--- config.mk ---
export PLATFORM = sky130hd
export DESIGN_NAME = partial_reliability_stop_and_wait_top
export DESIGN_NICKNAME = d
export VERILOG_FILES = /design/src/hdl/prsw_pkg.sv /design/src/hdl/prsw_fifo.sv /design/src/hdl/prsw_front.sv /design/src/hdl/prsw_back.sv /design/src/hdl/partial_reliability_stop_and_wait_top.sv
export SDC_FILE = /design/constraint.sdc
export NUM_CORES = 1
export LEC_CHECK = 0
export BUFFER_PORTS_ARGS = -buffer_cell sky130_fd_sc_hd__buf_2
export CORE_AREA = 4 4 108 110
export CTS_CLUSTER_SIZE = 10
export DETAILED_ROUTE_END_ITERATION = 10
export DIE_AREA = 0 0 112 114
export GPL_ROUTABILITY_DRIVEN = 0
export PLACE_DENSITY = 0.78
export SYNTH_ARGS = -nofsm -noshare
export SYNTH_HDL_FRONTEND = slang
export SYNTH_SLANG_ARGS = --single-unit
--- constraint.sdc ---
create_clock -name clk -period 5.3 [get_ports clk]
set_input_delay 1.06 -clock clk [delete_from_list [all_inputs] [get_ports clk]]
set_output_delay 1.06 -clock clk [all_outputs]
set_load 0.05 [all_outputs]
--- src/hdl/prsw_pkg.sv ---
// Shared types, codes and constants for the partial-reliability stop-and-wait sender.
// No dependencies; every other file but prsw_fifo imports this package.
package prsw_pkg;

  localparam int WINDOW_DEF = 16;
  localparam int TOL_W      = 7;
  localparam int LOSS_W     = 7;
  localparam int CMDQ_DEPTH = 2;
  localparam int OUTQ_DEPTH = 2;

  localparam logic [TOL_W-1:0] TOL_RESET = 7'd30;
  localparam logic [TOL_W-1:0] TOL_MAX   = 7'd100;

  typedef enum logic [1:0] {
    OP_SEND      = 2'd0,
    OP_ACK       = 2'd1,
    OP_TIMEOUT   = 2'd2,
    OP_HANDSHAKE = 2'd3
  } op_t;

  typedef enum logic [2:0] {
    ACT_TRANSMIT   = 3'd0,
    ACT_RETRANSMIT = 3'd1,
    ACT_GAVE_UP    = 3'd2,
    ACT_DELIVERED  = 3'd3,
    ACT_IGNORED    = 3'd4,
    ACT_CONNECTED  = 3'd5,
    ACT_REFUSED    = 3'd6
  } act_t;

  typedef struct packed {
    op_t              op;
    logic             ack_bit;
    logic [TOL_W-1:0] peer_tolerance;
  } in_item_t;

  typedef struct packed {
    act_t              action;
    logic              seq_bit;
    logic [LOSS_W-1:0] losses_in_window;
    logic [TOL_W-1:0]  tolerance_in_use;
  } out_item_t;

  // Classified event handed from front to back
  typedef struct packed {
    op_t              kind;
    logic             ack_bit;
    logic [TOL_W-1:0] peer_sat;
  } cmd_t;

  function automatic logic [TOL_W-1:0] sat100(input logic [TOL_W-1:0] v);
    return (v > TOL_MAX) ? TOL_MAX : v;
  endfunction

endpackage

--- src/hdl/prsw_fifo.sv ---
// Small register-based queue with a combinational head, used between stages.
// Depends on nothing but its parameters.
module prsw_fifo #(
  parameter int WIDTH = 8,
  parameter int DEPTH = 2
) (
  input  logic             clk,
  input  logic             rst_n,
  input  logic             push,
  input  logic [WIDTH-1:0] wdata,
  output logic             full,
  input  logic             pop,
  output logic [WIDTH-1:0] rdata,
  output logic             empty
);

  localparam int PTR_W = (DEPTH > 1) ? $clog2(DEPTH) : 1;
  localparam int CNT_W = $clog2(DEPTH + 1);

  logic [WIDTH-1:0] mem_r [DEPTH];
  logic [PTR_W-1:0] wr_ptr_r, wr_ptr_nxt;
  logic [PTR_W-1:0] rd_ptr_r, rd_ptr_nxt;
  logic [CNT_W-1:0] cnt_r, cnt_nxt;
  logic             do_push, do_pop;

  assign full    = (cnt_r == CNT_W'(DEPTH));
  assign empty   = (cnt_r == '0);
  assign do_push = push && !full;
  assign do_pop  = pop && !empty;
  assign rdata   = mem_r[rd_ptr_r];

  // Advance pointers with wrap at the depth
  always_comb begin
    wr_ptr_nxt = wr_ptr_r;
    rd_ptr_nxt = rd_ptr_r;
    cnt_nxt    = cnt_r;
    if (do_push) begin
      wr_ptr_nxt = (wr_ptr_r == PTR_W'(DEPTH - 1)) ? '0 : wr_ptr_r + 1'b1;
    end
    if (do_pop) begin
      rd_ptr_nxt = (rd_ptr_r == PTR_W'(DEPTH - 1)) ? '0 : rd_ptr_r + 1'b1;
    end
    if (do_push && !do_pop) begin
      cnt_nxt = cnt_r + 1'b1;
    end else if (do_pop && !do_push) begin
      cnt_nxt = cnt_r - 1'b1;
    end
  end

  always_ff @(posedge clk) begin
    if (!rst_n) begin
      wr_ptr_r <= '0;
      rd_ptr_r <= '0;
      cnt_r    <= '0;
    end else begin
      wr_ptr_r <= wr_ptr_nxt;
      rd_ptr_r <= rd_ptr_nxt;
      cnt_r    <= cnt_nxt;
    end
  end

  // Storage needs no reset
  always_ff @(posedge clk) begin
    if (do_push) begin
      mem_r[wr_ptr_r] <= wdata;
    end
  end

endmodule

--- src/hdl/prsw_front.sv ---
// Front end: accepts input items and classifies them into commands for the back end.
// Depends on prsw_pkg.
module prsw_front (
  input  prsw_pkg::in_item_t in_item,
  output prsw_pkg::cmd_t     cmd
);
  import prsw_pkg::*;

  // Classify the event and saturate the peer's offer ahead of execution
  always_comb begin
    cmd.kind     = in_item.op;
    cmd.ack_bit  = 1'b0;
    cmd.peer_sat = '0;
    unique case (in_item.op)
      OP_ACK:       cmd.ack_bit  = in_item.ack_bit;
      OP_HANDSHAKE: cmd.peer_sat = sat100(in_item.peer_tolerance);
      OP_SEND, OP_TIMEOUT: ;
      default: ;
    endcase
  end

endmodule

--- src/hdl/prsw_back.sv ---
// Back end: link state, outcome window, loss count and the give-up decision.
// Depends on prsw_pkg; takes commands from the front queue, one per cycle while exec is high.
module prsw_back #(
  parameter int WINDOW = prsw_pkg::WINDOW_DEF
) (
  input  logic                          clk,
  input  logic                          rst_n,
  input  logic                          exec,
  input  prsw_pkg::cmd_t                cmd,
  input  logic                          tol_we,
  input  logic [prsw_pkg::TOL_W-1:0]    tol_wdata,
  output prsw_pkg::out_item_t           result
);
  import prsw_pkg::*;

  localparam int POS_W  = (WINDOW > 1) ? $clog2(WINDOW) : 1;
  localparam int LCNT_W = $clog2(WINDOW + 1);
  localparam int PROD_W = TOL_W + LCNT_W;

  logic              seq_r, seq_nxt;
  logic              await_r, await_nxt;
  logic              conn_r, conn_nxt;
  logic [WINDOW-1:0] win_r, win_nxt;
  logic [POS_W-1:0]  pos_r, pos_nxt, pos_inc;
  logic [LCNT_W-1:0] loss_r, loss_nxt;
  logic [TOL_W-1:0]  fin_r, fin_nxt;
  logic [TOL_W-1:0]  ltol_r;
  logic              old_mark;
  logic [LCNT_W-1:0] loss_lost;
  logic [PROD_W-1:0] loss_pct, tol_pct;
  act_t              action;
  logic              seq_out;

  assign old_mark  = win_r[pos_r];
  assign pos_inc   = (pos_r == POS_W'(WINDOW - 1)) ? '0 : pos_r + 1'b1;
  // Loss count once the current slot is marked lost
  assign loss_lost = old_mark ? loss_r + 1'b1 : loss_r;
  assign loss_pct  = PROD_W'(loss_lost) * PROD_W'(TOL_MAX);
  assign tol_pct   = PROD_W'(fin_r) * PROD_W'(WINDOW);

  // Execute one command
  always_comb begin
    seq_nxt   = seq_r;
    await_nxt = await_r;
    conn_nxt  = conn_r;
    win_nxt   = win_r;
    pos_nxt   = pos_r;
    loss_nxt  = loss_r;
    fin_nxt   = fin_r;
    action    = ACT_IGNORED;
    seq_out   = 1'b0;
    unique case (cmd.kind)
      OP_SEND: begin
        if (!conn_r) begin
          action = ACT_REFUSED;
        end else if (!await_r) begin
          action    = ACT_TRANSMIT;
          seq_out   = seq_r;
          seq_nxt   = ~seq_r;
          await_nxt = 1'b1;
        end
      end
      OP_ACK: begin
        if (await_r && (cmd.ack_bit == seq_r)) begin
          if (!old_mark && (loss_r != '0)) begin
            loss_nxt = loss_r - 1'b1;
          end
          win_nxt[pos_r] = 1'b1;
          pos_nxt        = pos_inc;
          await_nxt      = 1'b0;
          action         = ACT_DELIVERED;
          seq_out        = ~seq_r;
        end
      end
      OP_TIMEOUT: begin
        if (await_r) begin
          win_nxt[pos_r] = 1'b0;
          loss_nxt       = loss_lost;
          seq_out        = ~seq_r;
          if (loss_pct <= tol_pct) begin
            action    = ACT_GAVE_UP;
            seq_nxt   = ~seq_r;
            pos_nxt   = pos_inc;
            await_nxt = 1'b0;
          end else begin
            action = ACT_RETRANSMIT;
          end
        end
      end
      OP_HANDSHAKE: begin
        if (!await_r) begin
          fin_nxt  = (cmd.peer_sat < sat100(ltol_r)) ? cmd.peer_sat : sat100(ltol_r);
          conn_nxt = 1'b1;
          action   = ACT_CONNECTED;
        end
      end
      default: ;
    endcase
  end

  assign result.action           = action;
  assign result.seq_bit          = seq_out;
  assign result.losses_in_window = LOSS_W'(loss_nxt);
  assign result.tolerance_in_use = fin_nxt;

  always_ff @(posedge clk) begin
    if (!rst_n) begin
      seq_r   <= 1'b0;
      await_r <= 1'b0;
      conn_r  <= 1'b0;
      win_r   <= '1;
      pos_r   <= '0;
      loss_r  <= '0;
      fin_r   <= '0;
    end else if (exec) begin
      seq_r   <= seq_nxt;
      await_r <= await_nxt;
      conn_r  <= conn_nxt;
      win_r   <= win_nxt;
      pos_r   <= pos_nxt;
      loss_r  <= loss_nxt;
      fin_r   <= fin_nxt;
    end
  end

  // Local tolerance register
  always_ff @(posedge clk) begin
    if (!rst_n) begin
      ltol_r <= TOL_RESET;
    end else if (tol_we) begin
      ltol_r <= tol_wdata;
    end
  end

endmodule

--- src/hdl/partial_reliability_stop_and_wait_top.sv ---
// Usage
// Sender side of an alternating-bit stop-and-wait link that tolerates a share of losses.
// Input channel: in_data (op, ack_bit, peer_tolerance) is transferred when in_push is
// high and in_full is low. Every input item gives exactly one result.
// Result channel: while out_empty is low the oldest result (action, seq_bit,
// losses_in_window, tolerance_in_use) is on out_data; it is transferred when out_pop
// is high. Configuration: cfg_data (local tolerance) is written when cfg_valid and
// cfg_ready are high; cfg_ready is always high. Write it only while the block is idle.
// Each input is registered in the command queue and its result in the output queue.
// Throughput: one item per cycle while the output queue has room, set by the update of
// the link state and the running loss count in the back end.
// The front end classifies into a two-entry command queue; results sit in a two-entry
// output queue. When the receiver stalls, the output queue fills, the back end holds,
// and in_full rises once the command queue is also full; nothing is dropped.
// Reset (rst_n low, synchronous): queues empty, link not connected, outcome window all
// received, loss count and negotiated tolerance zero, local tolerance 30.
module partial_reliability_stop_and_wait_top #(
  parameter int WINDOW = prsw_pkg::WINDOW_DEF
) (
  input  logic                       clk,
  input  logic                       rst_n,
  input  logic                       in_push,
  input  prsw_pkg::in_item_t         in_data,
  output logic                       in_full,
  output logic                       out_empty,
  input  logic                       out_pop,
  output prsw_pkg::out_item_t        out_data,
  input  logic                       cfg_valid,
  output logic                       cfg_ready,
  input  logic [prsw_pkg::TOL_W-1:0] cfg_data
);
  import prsw_pkg::*;

  cmd_t      cmd_in, cmd_head;
  out_item_t result;
  logic      cmd_empty, out_full, exec;

  assign cfg_ready = 1'b1;
  // Execute when a command waits and the result has room
  assign exec = !cmd_empty && !out_full;

  prsw_front u_front (
    .in_item (in_data),
    .cmd     (cmd_in)
  );

  prsw_fifo #(
    .WIDTH ($bits(cmd_t)),
    .DEPTH (CMDQ_DEPTH)
  ) u_cmd_q (
    .clk   (clk),
    .rst_n (rst_n),
    .push  (in_push),
    .wdata (cmd_in),
    .full  (in_full),
    .pop   (exec),
    .rdata (cmd_head),
    .empty (cmd_empty)
  );

  prsw_back #(
    .WINDOW (WINDOW)
  ) u_back (
    .clk       (clk),
    .rst_n     (rst_n),
    .exec      (exec),
    .cmd       (cmd_head),
    .tol_we    (cfg_valid && cfg_ready),
    .tol_wdata (cfg_data),
    .result    (result)
  );

  prsw_fifo #(
    .WIDTH ($bits(out_item_t)),
    .DEPTH (OUTQ_DEPTH)
  ) u_out_q (
    .clk   (clk),
    .rst_n (rst_n),
    .push  (exec),
    .wdata (result),
    .full  (out_full),
    .pop   (out_pop),
    .rdata (out_data),
    .empty (out_empty)
  );

endmodule

==> metrics.md, run 1 <==
| Metric | Value |
|---|---|
| Status | `completed` |
| Hold path startpoint | `u_back.conn_r$_SDFFE_PN0P_` |
| Pin count of the biggest net entering global routing | `36` |
| Synth cell types | `72` |
| Buffers added on ports | `39` |
| CTS HTree Levels | `3` |
| Cell Pwr Density | `between 400 and 500 nW/um^2` |
| Routed Wire Length | `12.8 mm` |
| Slew headroom | `33.0%` |
| Initial Util | `54.3%` |
| Final period util | `between 90% and 100%` |
| Post-Syn Instances | `568` |
| Worst skew pair latency | `0.37 ns` |
| Main synth FF type | `edfxtp_1` |
| HP Class | `reg -> reg` |
| Drt drc | `0` |
| Clk_skew | `0.0157 ns` |
| RSZ-0062 raised after global routing | `yes` |
| Final number of hold-violating endpoints | `0` |
| Die Height | `about 110 um` |
| Maxcap violations | `0` |
| Non-filler cells, final | `roughly 740` |
| Post-route ant nets | `0` |
| Lkg Pwr | `~2.7 nW` |
| Seq/Total Area, Yosys | `44.8%` |
| Final worst slack | `approximately 0.13 ns` |
| Row cnt | `38` |
| CP Cell Sequence | `mux4_2, mux2_4, o21a_1, buf_6, a21oi_4, ha_4, ha_4, ha_4, inv_2, fa_2, inv_2, a31oi_2, xnor2_1, ha_1, nand3_2, nor3_2, mux2i_1, buf_4, nor4b_4, a2111oi_4, nor2_2, a41oi_1, a311oi_1` |
| CTS Sinks | `104` |
| Setup CP Type | `reg -> reg` |
| CTS tree | `yes` |
| Post-synth top area cell | `edfxtp_1` |
| Clock Power Share | `17.2%` |
| Vias in the first global route | `roughly 4,300` |
| FMAX | `0.193 GHz` |
| DPL Wire Length | `8.89 mm` |
| Clock buffer depth | `2` |
| Cell family with most CP delay | `adder cells` |
| Clock slew at reported path FFs | `0.10 ns` |
| EDFF count, synth | `52` |
| Die ar. | `between 10,000 and 15,000 um^2` |
| GRT Total Usage | `a little under a fifth` |
| CTS Hold Bufs | `0` |
| Power share of the combinational group | `between 40% and 50%` |
| Worst r2r dst | `u_back.pos_r[3]$_SDFFE_PN0P_` |
| Worst vdd rail ir drop | `roughly 0.35 mV` |
| Vias per cell | `6.01` |
| Area growth from synthesis to layout | `12.9%` |
| DRT iter0 DRCs | `319` |
| Synth top area share | `around 27%` |
| Worst r2r src | `u_back.pos_r[1]$_SDFFE_PN0P_` |
| CP most frequent cell | `ha_4` |
| Pint | `1.69 mW` |
| GR Overflow Total | `0` |
| Worst reg2reg setup slack | `between 0.1 and 0.15 ns` |
| Critical Path Source Type | `flip-flop` |
| Sw frac | `~42%` |
| Fin crit period | `5.17 ns` |
| Part of the power in registers | `39.4%` |
| Setup Viol. Count Final | `0` |
| Critical path peak fanout | `7` |
| Core Box Area | `10,700 um^2` |
| Commonest cells post-synth | `52 x dfxtp_1, 52 x edfxtp_1, 40 x ha_1, 40 x nor2_1` |
| Tightest Pin Transition | `roughly 1 ns` |
| Pre-CTS setup slack | `-0.212 ns` |
| Sw Pwr | `1.23 mW` |
| Vias | `4,472` |
| Placed inst area | `6090 um^2` |
| DR pass1 iterations | `5` |
| Synth Warn # | `0` |
| Die X | `112 um` |
| Root buffer cell | `clkbuf_8` |
| Design area | `~6600 um^2` |
| # IOs | `43` |
| Slowest Stage Delay on Critical Path | `0.51 ns` |
| Seq cells post-synth | `104` |
| Critical path buffer and inverter count | `4` |
| CP required | `5.57 ns` |
| Diodes inserted | `0` |
| Critical Path AT | `between 5 and 6 ns` |
| CP Capture Type | `flip-flop` |
| Post-Syn Area | `5810 um^2` |
| Worst Hold End | `u_back.conn_r$_SDFFE_PN0P_` |
| Dpl cells | `723` |
| First-pass GRT wire length | `20.2 mm` |
| Slew Limit Fails | `0` |
| CP max stage cell | `mux4_2` |
| Share of cells above drive strength 1 | `a little under a quarter` |
| Num CTS Buffers | `9` |
| Share of synthesized flip-flops with an asynchronous set or reset | `0%` |
| Synth top area cells | `edfxtp_1 27%, dfxtp_1 18%, ha_1 8.6%` |
| Initial antenna violation count | `0` |
| DR WL/cell | `17.2 um` |
| Setup TNS | `0 ns` |
| Worst reg2reg path depth | `23` |
| Avg Cell Area, Syn | `10.2 um^2` |
| WHS Path Cells | `2` |
| Layout Nets | `662` |
[timing repair]
action,4_1_cts,5_1_grt
setup endpoints to repair,9,10
buffers inserted,2,3
pin swaps,1,15
resized for setup,3,35
[power by group through the flow]
| stage | Clock, mW | Sequential (mW) | Combinational, mW |
|---|---|---|---|
| floorplan | 0 | 1.11 | 0.959 |
| finish | 0.503 | 1.15 | 1.26 |
| global placement | 0 | 1.16 | 1.14 |
| CTS | 0.511 | 1.15 | 1.19 |
| detailed placement | 0 | 1.17 | 1.18 |
| global route | 0.547 | 1.17 | 1.36 |
[worst max path at each step]
| stage | startpoint | endpoint | slack, ns | cells after the start |
|---|---|---|---|---|
| after floorplan | u_back.pos_r[1]$_SDFFE_PN0P_ | u_out_q.mem_r[0][13]$_DFFE_PP_ | 0.006 | 22 |
| after global placement | u_back.pos_r[1]$_SDFFE_PN0P_ | u_back.pos_r[3]$_SDFFE_PN0P_ | 0.05 | 23 |
| after detailed placement | u_back.pos_r[1]$_SDFFE_PN0P_ | u_back.pos_r[3]$_SDFFE_PN0P_ | -0.21 | 23 |
| after CTS | u_back.pos_r[1]$_SDFFE_PN0P_ | u_back.pos_r[3]$_SDFFE_PN0P_ | 0.002 | 24 |
| after global routing | u_back.pos_r[1]$_SDFFE_PN0P_ | u_back.pos_r[0]$_SDFFE_PN0P_ | -0.14 | 23 |
| final | u_back.pos_r[1]$_SDFFE_PN0P_ | u_back.pos_r[3]$_SDFFE_PN0P_ | 0.13 | 23 |
[per-stage QoR]
step | power (mW) | hold slack [ns] | utilization, %
detailed placement | 2.35 | 0.460 | 56.9
global placement | 2.30 | 0.465 | 56.9
floorplan | 2.07 | 0.442 | -
finish | 2.92 | 0.477 | 61.3
CTS | 2.85 | 0.475 | 59.0
global route | 3.07 | 0.510 | 61.3
[worst register-to-register path, cell delays in order (launching register included)]
cell	delay [ns]
dfxtp_4	0.41
mux4_2	0.51
mux2_4	0.30
o21a_1	0.23
buf_6	0.17
a21oi_4	0.19
ha_4	0.24
ha_4	0.27
ha_4	0.13
inv_2	0.04
fa_2	0.37
inv_2	0.07
a31oi_2	0.08
xnor2_1	0.15
ha_1	0.31
nand3_2	0.11
nor3_2	0.16
mux2i_1	0.09
buf_4	0.18
nor4b_4	0.32
a2111oi_4	0.06
nor2_2	0.23
a41oi_1	0.16
a311oi_1	0.29
[metal layers]
layer | routed length [um] | track usage, %
met1 | 5430 | 25.5
met5 | 0 | 0
met4 | 276 | 6.33
met3 | 778 | 3.18
met2 | 6290 | 32.3
[placed cells by master, fill, tap and decap left out, types with 3 or more instances in the layout]
master / Yosys / routed
buf_2: 2 / 39
nand4_1: 8 / 8
mux4_2: 3 / 3
a31oi_1: 6 / 5
edfxtp_1: 52 / 52
o31ai_1: 5 / 5
ha_4: 0 / 10
o22ai_1: 3 / 3
nor2_1: 40 / 38
clkbuf_8: 2 / 9
o21ai_0: 33 / 33
inv_1: 36 / 29
and2_1: 12 / 12
o311ai_0: 5 / 5
mux2_2: 22 / 22
nand3_1: 5 / 4
xor2_1: 10 / 9
mux2i_1: 18 / 18
and3_1: 22 / 22
nand2b_1: 4 / 4
conb_1: 2 / 3
inv_6: 0 / 3
inv_2: 0 / 7
ha_1: 40 / 30
dfxtp_1: 52 / 50
nor3_1: 10 / 9
a311oi_1: 5 / 5
nor2b_1: 3 / 3
a21oi_1: 29 / 28
a221oi_1: 3 / 3
a21o_1: 5 / 5
nand2_1: 36 / 36
a211oi_1: 3 / 3
xnor2_1: 11 / 10
buf_4: 5 / 14
o21a_1: 3 / 3
[logic make-up (layout without fill, tap and decap cells)]
group	count (synthesis)	in the layout	share of synthesized area, %
AO/OA/AOI/OAI	123	123	13.9
XOR/XNOR	21	21	3.17
adder cells (fa/ha/maj)	41	41	8.96
buffers and inverters	72	107	5.62
flip-flops	104	104	44.8
multiplexers	45	45	9.24
other	2	3	0.129
AND/OR/NAND/NOR	160	160	14.2
[area by class of cell]
cell class              count  area [um^2]
clock inverters             7         77.6
repair buffers             54          312
clock buffers               9          124
multi-input cells         393         3120
well taps                 140          175
fillers                   814         4140
inverters                  37          139
flip-flops and latches    104         2610
No activity file was read; power rests on OpenSTA's default activity.
==> run 2, diff against run 1 <==
- SETUP_SLACK_MARGIN: unset -> 0.5
==> metrics.md, run 2 (synthesized netlist as in run 1, its figures left out) <==
| Metric | Value |
|---|---|
| Status | `completed` |
| Routed Wire Length | `12.9 mm (+1.2%)` |
| Clock slew at reported path FFs | `0.10 ns (about the same)` |
| Fin crit period | `5.12 ns (-0.0516 ns)` |
| Slew headroom | `35.4% (+2.4 points)` |
| Clock buffer depth | `2 (unchanged)` |
| Dpl cells | `716 (-0.97%)` |
| First-pass GRT wire length | `20.5 mm (+1.6%)` |
| DR pass1 iterations | `5 (unchanged)` |
| FMAX | `0.195 GHz (+1.0%)` |
| CTS HTree Levels | `3 (unchanged)` |
| Setup TNS | `0 ns (unchanged)` |
| RSZ-0062 raised after global routing | `yes` |
| Drt drc | `0 (unchanged)` |
| Final number of hold-violating endpoints | `0 (unchanged)` |
| Die ar. | `12,800 um^2 (unchanged)` |
| Critical Path Source Type | `flip-flop` |
| Tot Pwr | `2.97 mW (+1.9%)` |
| Slew Limit Fails | `0 (unchanged)` |
| Root buffer cell | `clkbuf_8` |
| DRT iter0 DRCs | `311 (-2.5%)` |
| DPL Wire Length | `8.67 mm (-2.4%)` |
| Hold_ws | `0.489 ns (+0.0119 ns)` |
| GR Overflow Total | `0 (unchanged)` |
| CTS Hold Bufs | `0 (unchanged)` |
| Critical path peak fanout | `8 (+1)` |
| Pin count of the biggest net entering global routing | `36 (unchanged)` |
| Worst reg2reg path depth | `21 (-8.7%)` |
| Vias in the first global route | `4,282 (-0.44%)` |
| Worst r2r src | `u_back.pos_r[1]$_SDFFE_PN0P_` |
| Worst reg2reg setup slack | `0.18 ns (+0.05 ns)` |
| Pre-CTS setup slack | `-0.0359 ns (+0.176 ns)` |
| CP required | `5.43 ns (-0.14 ns)` |
| CP Capture Type | `flip-flop` |
| Area growth from synthesis to layout | `15.0%` |
| Diodes inserted | `0 (unchanged)` |
| Initial antenna violation count | `0 (unchanged)` |
| Tightest Pin Transition | `0.965 ns (-0.0365 ns)` |
| Setup CP Type | `reg -> reg` |
| HP Class | `reg -> reg` |
| # IOs | `43 (unchanged)` |
| Num CTS Buffers | `9 (unchanged)` |
| Lkg Pwr | `2.71 nW (+2.0%)` |
| Share of cells above drive strength 1 | `24.5% (+1.4 points)` |
| Row cnt | `38 (unchanged)` |
| Layout Nets | `663 (+0.15%)` |
| Buffers added on ports | `39 (unchanged)` |
| Worst r2r dst | `u_out_q.mem_r[1][14]$_DFFE_PP_` |
| Worst vdd rail ir drop | `0.309 mV (-12%)` |
| Maxcap violations | `0 (unchanged)` |
| Die X | `112 um (unchanged)` |
| Critical path endpoint | `u_out_q.mem_r[1][14]$_DFFE_PP_` |
| Core Box Area | `10,700 um^2 (unchanged)` |
| Commonest non-fill, non-tap cell in the layout | `edfxtp_1` |
| Setup Viol. Count Final | `0 (unchanged)` |
| Worst skew pair latency | `0.38 ns (about the same)` |
| Commonest non-fill, non-tap cells in the layout | `52 x edfxtp_1, 50 x dfxtp_1, 39 x nor2_1, 39 x buf_2, 36 x nand2_1` |
| CTS tree | `yes` |
| Non-filler cells, final | `745 (+0.13%)` |
| Final worst slack | `0.177 ns (+0.0516 ns)` |
| Final period util | `96.7% (-0.97 points)` |
| Initial Util | `54.3% (unchanged)` |
| Die Height | `114 um (unchanged)` |
| Post-route ant nets | `0 (unchanged)` |
| GRT Total Usage | `19.7% (+0.46 points)` |
| Critical Path AT | `5.25 ns (-0.20 ns)` |
| Clk_skew | `0.0113 ns (-0.00438 ns)` |
| Vias | `4,407 (-1.5%)` |
| Cell Pwr Density | `445 nW/um^2 (about the same)` |
| CTS Sinks | `104 (unchanged)` |
| DR WL/cell | `17.3 um (+1.0%)` |
| Vias per cell | `5.92 (-1.6%)` |
| Worst setup path start | `u_back.pos_r[1]$_SDFFE_PN0P_` |
## run 2: what timing repair did
action / CTS / global route
gates resized for setup: 19 / 22
endpoints found under the setup margin: 10 / 10
pin swaps: 11 / 9
setup buffers: 8 / 5
## run 2: layout make-up
type / count / area, um^2
fillers: 829 / 4020
clock buffers: 9 / 124
inverters: 37 / 139
flip-flops and latches: 104 / 2610
repair buffers: 55 / 315
well taps: 140 / 175
clock inverters: 7 / 101
multi-input cells: 393 / 3220
## run 2: worst max-delay path, cell delays in order (launching register included)
cell and delay, ns:
dfxtp_4 0.41, mux4_2 0.51, mux2_4 0.31, o21a_4 0.27
nor2_4 0.12, a21oi_4 0.05, ha_1 0.31, ha_1 0.31
ha_1 0.19, inv_1 0.06, fa_2 0.36, inv_2 0.09
a31oi_4 0.10, xnor2_2 0.21, ha_4 0.25, nand3_4 0.09
nor3_4 0.06, mux2i_4 0.25, o32ai_2 0.17, a211o_2 0.40
a32oi_2 0.26, a21boi_2 0.10
## run 2: stage by stage
step / util (%) / instance area (um^2)
3_5_place_dp: 57.1 / 6110
4_1_cts: 60.7 / 6490
3_3_place_gp: 57.1 / 6110
6_report: 62.4 / 6680
5_1_grt: 62.4 / 6680
2_1_floorplan: - / 5910
## run 2: worst min path at each step
stage,startpoint,end,cells past startpoint
floorplan,u_back.conn_r$_SDFFE_PN0P_,u_back.conn_r$_SDFFE_PN0P_,2
CTS,u_back.conn_r$_SDFFE_PN0P_,u_back.conn_r$_SDFFE_PN0P_,2
finish,u_back.conn_r$_SDFFE_PN0P_,u_back.conn_r$_SDFFE_PN0P_,2
global placement,u_back.conn_r$_SDFFE_PN0P_,u_back.conn_r$_SDFFE_PN0P_,2
detailed placement,u_back.conn_r$_SDFFE_PN0P_,u_back.conn_r$_SDFFE_PN0P_,2
global route,u_back.conn_r$_SDFFE_PN0P_,u_back.conn_r$_SDFFE_PN0P_,2
## run 2: per-layer routing
layer  GRT usage, %  wire [um]  part of all wire, %
met4           7.21        258                  2.0
met1           26.2       5580                   43
met2           32.4       6420                   50
met5          0.392          0                    0
met3           3.40        661                  5.1
## run 2: power by group
part	internal, mW	switching, mW	total (mW)
clock network	0.272	0.281	0.554
logic	0.412	0.856	1.27
registers	1.05	0.0994	1.15
==> run 3, diff against run 2 <==
- CORE_AREA: 4 4 108 110 -> 4 4 89 133
- DIE_AREA: 0 0 112 114 -> 0 0 93 137
- clock period: 5.3 -> 4.45 ns (I/O delays scaled with it)
==> metrics.md, run 3 (synthesized netlist as in run 1, its figures left out) <==
| Metric | Value |
|---|---|
| Clock slew at reported path FFs | `0.07 ns (-0.03 ns)` |
| Final number of hold-violating endpoints | `0 (unchanged)` |
| Buffers added on ports | `39 (unchanged)` |
| DRT iter0 DRCs | `374 (+20%)` |
| Routed Wire Length | `13.2 mm (+2.5%)` |
| GRT Total Usage | `20.8% (+1.2 points)` |
| Layout Nets | `680 (+2.6%)` |
| Core Box Area | `10,600 um^2 (-1.0%)` |
| Dpl cells | `747 (+4.3%)` |
| Die X | `93 um (-17%)` |
| Failing checks | `negative setup slack` |
| CTS tree | `yes` |
| Worst skew pair latency | `0.35 ns (-0.03 ns)` |
| GR Overflow Total | `0 (unchanged)` |
| First-pass GRT wire length | `21.1 mm (+2.9%)` |
| Row cnt | `46 (+21%)` |
| Commonest non-fill, non-tap cells in the layout | `52 x edfxtp_1, 51 x dfxtp_1, 39 x nor2_1, 39 x buf_2, 36 x nand2_1` |
| Slew Limit Fails | `0 (unchanged)` |
| Status | `finished, violations left` |
| FMAX | `0.196 GHz (+0.51%)` |
| Die Height | `137 um (+20%)` |
| Crit path depth | `21 (unchanged)` |
| Vias in the first global route | `4,546 (+6.2%)` |
| Worst reg2reg setup slack | `-0.65 ns (-0.82 ns)` |
| Setup CP Type | `reg -> reg` |
| Critical path buffer and inverter count | `1 (-1)` |
| Root buffer cell | `clkbuf_16` |
| Maxcap violations | `0 (unchanged)` |
| Pin count of the biggest net entering global routing | `36 (unchanged)` |
| Vias | `4,581 (+3.9%)` |
| Vias per cell | `5.98 (+1.1%)` |
| Setup Viol. Count Final | `10 (+10)` |
| Share of cells above drive strength 1 | `25.9% (+1.4 points)` |
| Worst reg2reg path depth | `21 (unchanged)` |
| DR WL/cell | `17.3 um (-0.29%)` |
| Placed inst area | `6310 um^2 (+3.4%)` |
| HP Class | `reg -> reg` |
| Slowest Stage Delay on Critical Path | `0.51 ns (about the same)` |
| Worst vdd rail ir drop | `0.371 mV (+20%)` |
| CTS Hold Bufs | `0 (unchanged)` |
| Final period util | `115% (+18 points)` |
| Num CTS Buffers | `9 (unchanged)` |
| Initial Util | `54.9% (+0.55 points)` |
| Die ar. | `12,700 um^2 (-0.21%)` |
| Clk_skew | `0.00489 ns (-0.00645 ns)` |
| Lkg Pwr | `2.81 nW (+3.6%)` |
| CTS HTree Levels | `3 (unchanged)` |
| Critical Path AT | `5.35 ns (+0.10 ns)` |
| CP most frequent cell | `ha_4` |
| CP Cell Sequence | `mux4_2, mux2_4, o21a_4, nand4_1, xnor2_2, ha_4, ha_4, ha_4, ha_4, a31oi_4, xnor2_1, ha_1, nand3_2, nor3b_2, mux2i_1, buf_4, nor4b_4, a2111oi_4, nor2_4, a41oi_2, a311oi_2` |
| Non-filler cells, final | `766 (+2.8%)` |
| Clock buffer depth | `2 (unchanged)` |
| Diodes inserted | `0 (unchanged)` |
| Cell Pwr Density | `539 nW/um^2 (+21%)` |
| CP max stage cell | `mux4_2` |
| Critical path peak fanout | `8 (unchanged)` |
| Fin crit period | `5.10 ns (-0.0262 ns)` |
| Initial antenna violation count | `0 (unchanged)` |
| Cell family with most CP delay | `adder cells` |
| CP Capture Type | `flip-flop` |
| DPL Wire Length | `9.54 mm (+9.9%)` |
| Design area | `6840 um^2 (+2.3%)` |
| Area growth from synthesis to layout | `17.7%` |
| Critical Path Source Type | `flip-flop` |
| # IOs | `43 (unchanged)` |
| Post-route ant nets | `0 (unchanged)` |
| CP required | `4.71 ns (-0.72 ns)` |
| Setup TNS | `-5.52 ns (-5.52 ns)` |
| CTS Sinks | `104 (unchanged)` |
| Tightest Pin Transition | `0.929 ns (-0.0355 ns)` |
| DR pass1 iterations | `5 (unchanged)` |
| RSZ-0062 raised after global routing | `yes` |
| WHS Path Cells | `2 (unchanged)` |
| Slew headroom | `37.8% (+2.4 points)` |
| Commonest non-fill, non-tap cell in the layout | `edfxtp_1` |
| Drt drc | `0 (unchanged)` |
| Final worst slack | `-0.646 ns (-0.824 ns)` |
[run 3: cell count changes in the layout (fill, tap and decap cells not counted), moves of 2 or more]
cell / before / now
clkbuf_16: 0 / 9
buf_4: 16 / 33
clkbuf_8: 9 / 0
clkinvlp_4: 0 / 3
clkinv_2: 2 / 0
[run 3: final cells by class]
class                      count  area [um^2]
clock buffer                   9          225
sequential                   104         2610
inverter                      37          139
clock inverter                 7         88.8
multi-input combinational    393         3150
fill                         844         3750
tap                          144          180
timing repair buffer          72          443
[run 3: where the power goes]
group          switching, mW  internal, mW
clock network          0.373         0.447
registers              0.111          1.25
logic                   1.01         0.493
[run 3: worst min-delay path: cells and delay by family, from the launching register on]
kind / cells / cell delay (ns)
buffers and inverters: 1 / 0.07
flip-flops: 1 / 0.32
AO/OA/AOI/OAI: 1 / 0.06
[run 3: path summary, 6_finish.rpt]
path,from,endpoint
setup reg to reg,u_back.pos_r[1]$_SDFFE_PN0P_,u_back.pos_r[3]$_SDFFE_PN0P_
hold reg to reg,u_back.conn_r$_SDFFE_PN0P_,u_back.conn_r$_SDFFE_PN0P_
hold / removal,u_back.conn_r$_SDFFE_PN0P_,u_back.conn_r$_SDFFE_PN0P_
setup / recovery,u_back.pos_r[1]$_SDFFE_PN0P_,u_back.pos_r[3]$_SDFFE_PN0P_
[run 3: metrics by stage]
step | hold WS, ns | setup slack [ns] | utilization [%] | total power, mW
3_5_place_dp | 0.480 | -0.748 | 59.6 | 2.82
2_1_floorplan | 0.442 | -0.426 | - | 2.47
3_3_place_gp | 0.457 | -0.486 | 59.6 | 2.76
4_1_cts | 0.491 | -0.479 | 63.5 | 3.64
5_1_grt | 0.548 | -0.814 | 64.5 | 3.87
6_report | 0.495 | -0.646 | 64.5 | 3.68
[run 3: timing repair]
action	in CTS	in global routing
gates cloned	0	0
pin swaps	6	10
gates resized for setup	17	14
buffers inserted	1	2
setup endpoints to repair	10	10
[run 3: routing by layer]
| metal | wire (um) | part of all wire (%) | GRT usage, % |
|---|---|---|---|
| met1 | 5170 | 39 | 23.9 |
| met2 | 7010 | 53 | 38.1 |
| met3 | 626 | 4.7 | 2.75 |
| met4 | 442 | 3.3 | 9.70 |
| met5 | 0 | 0 | 0 |
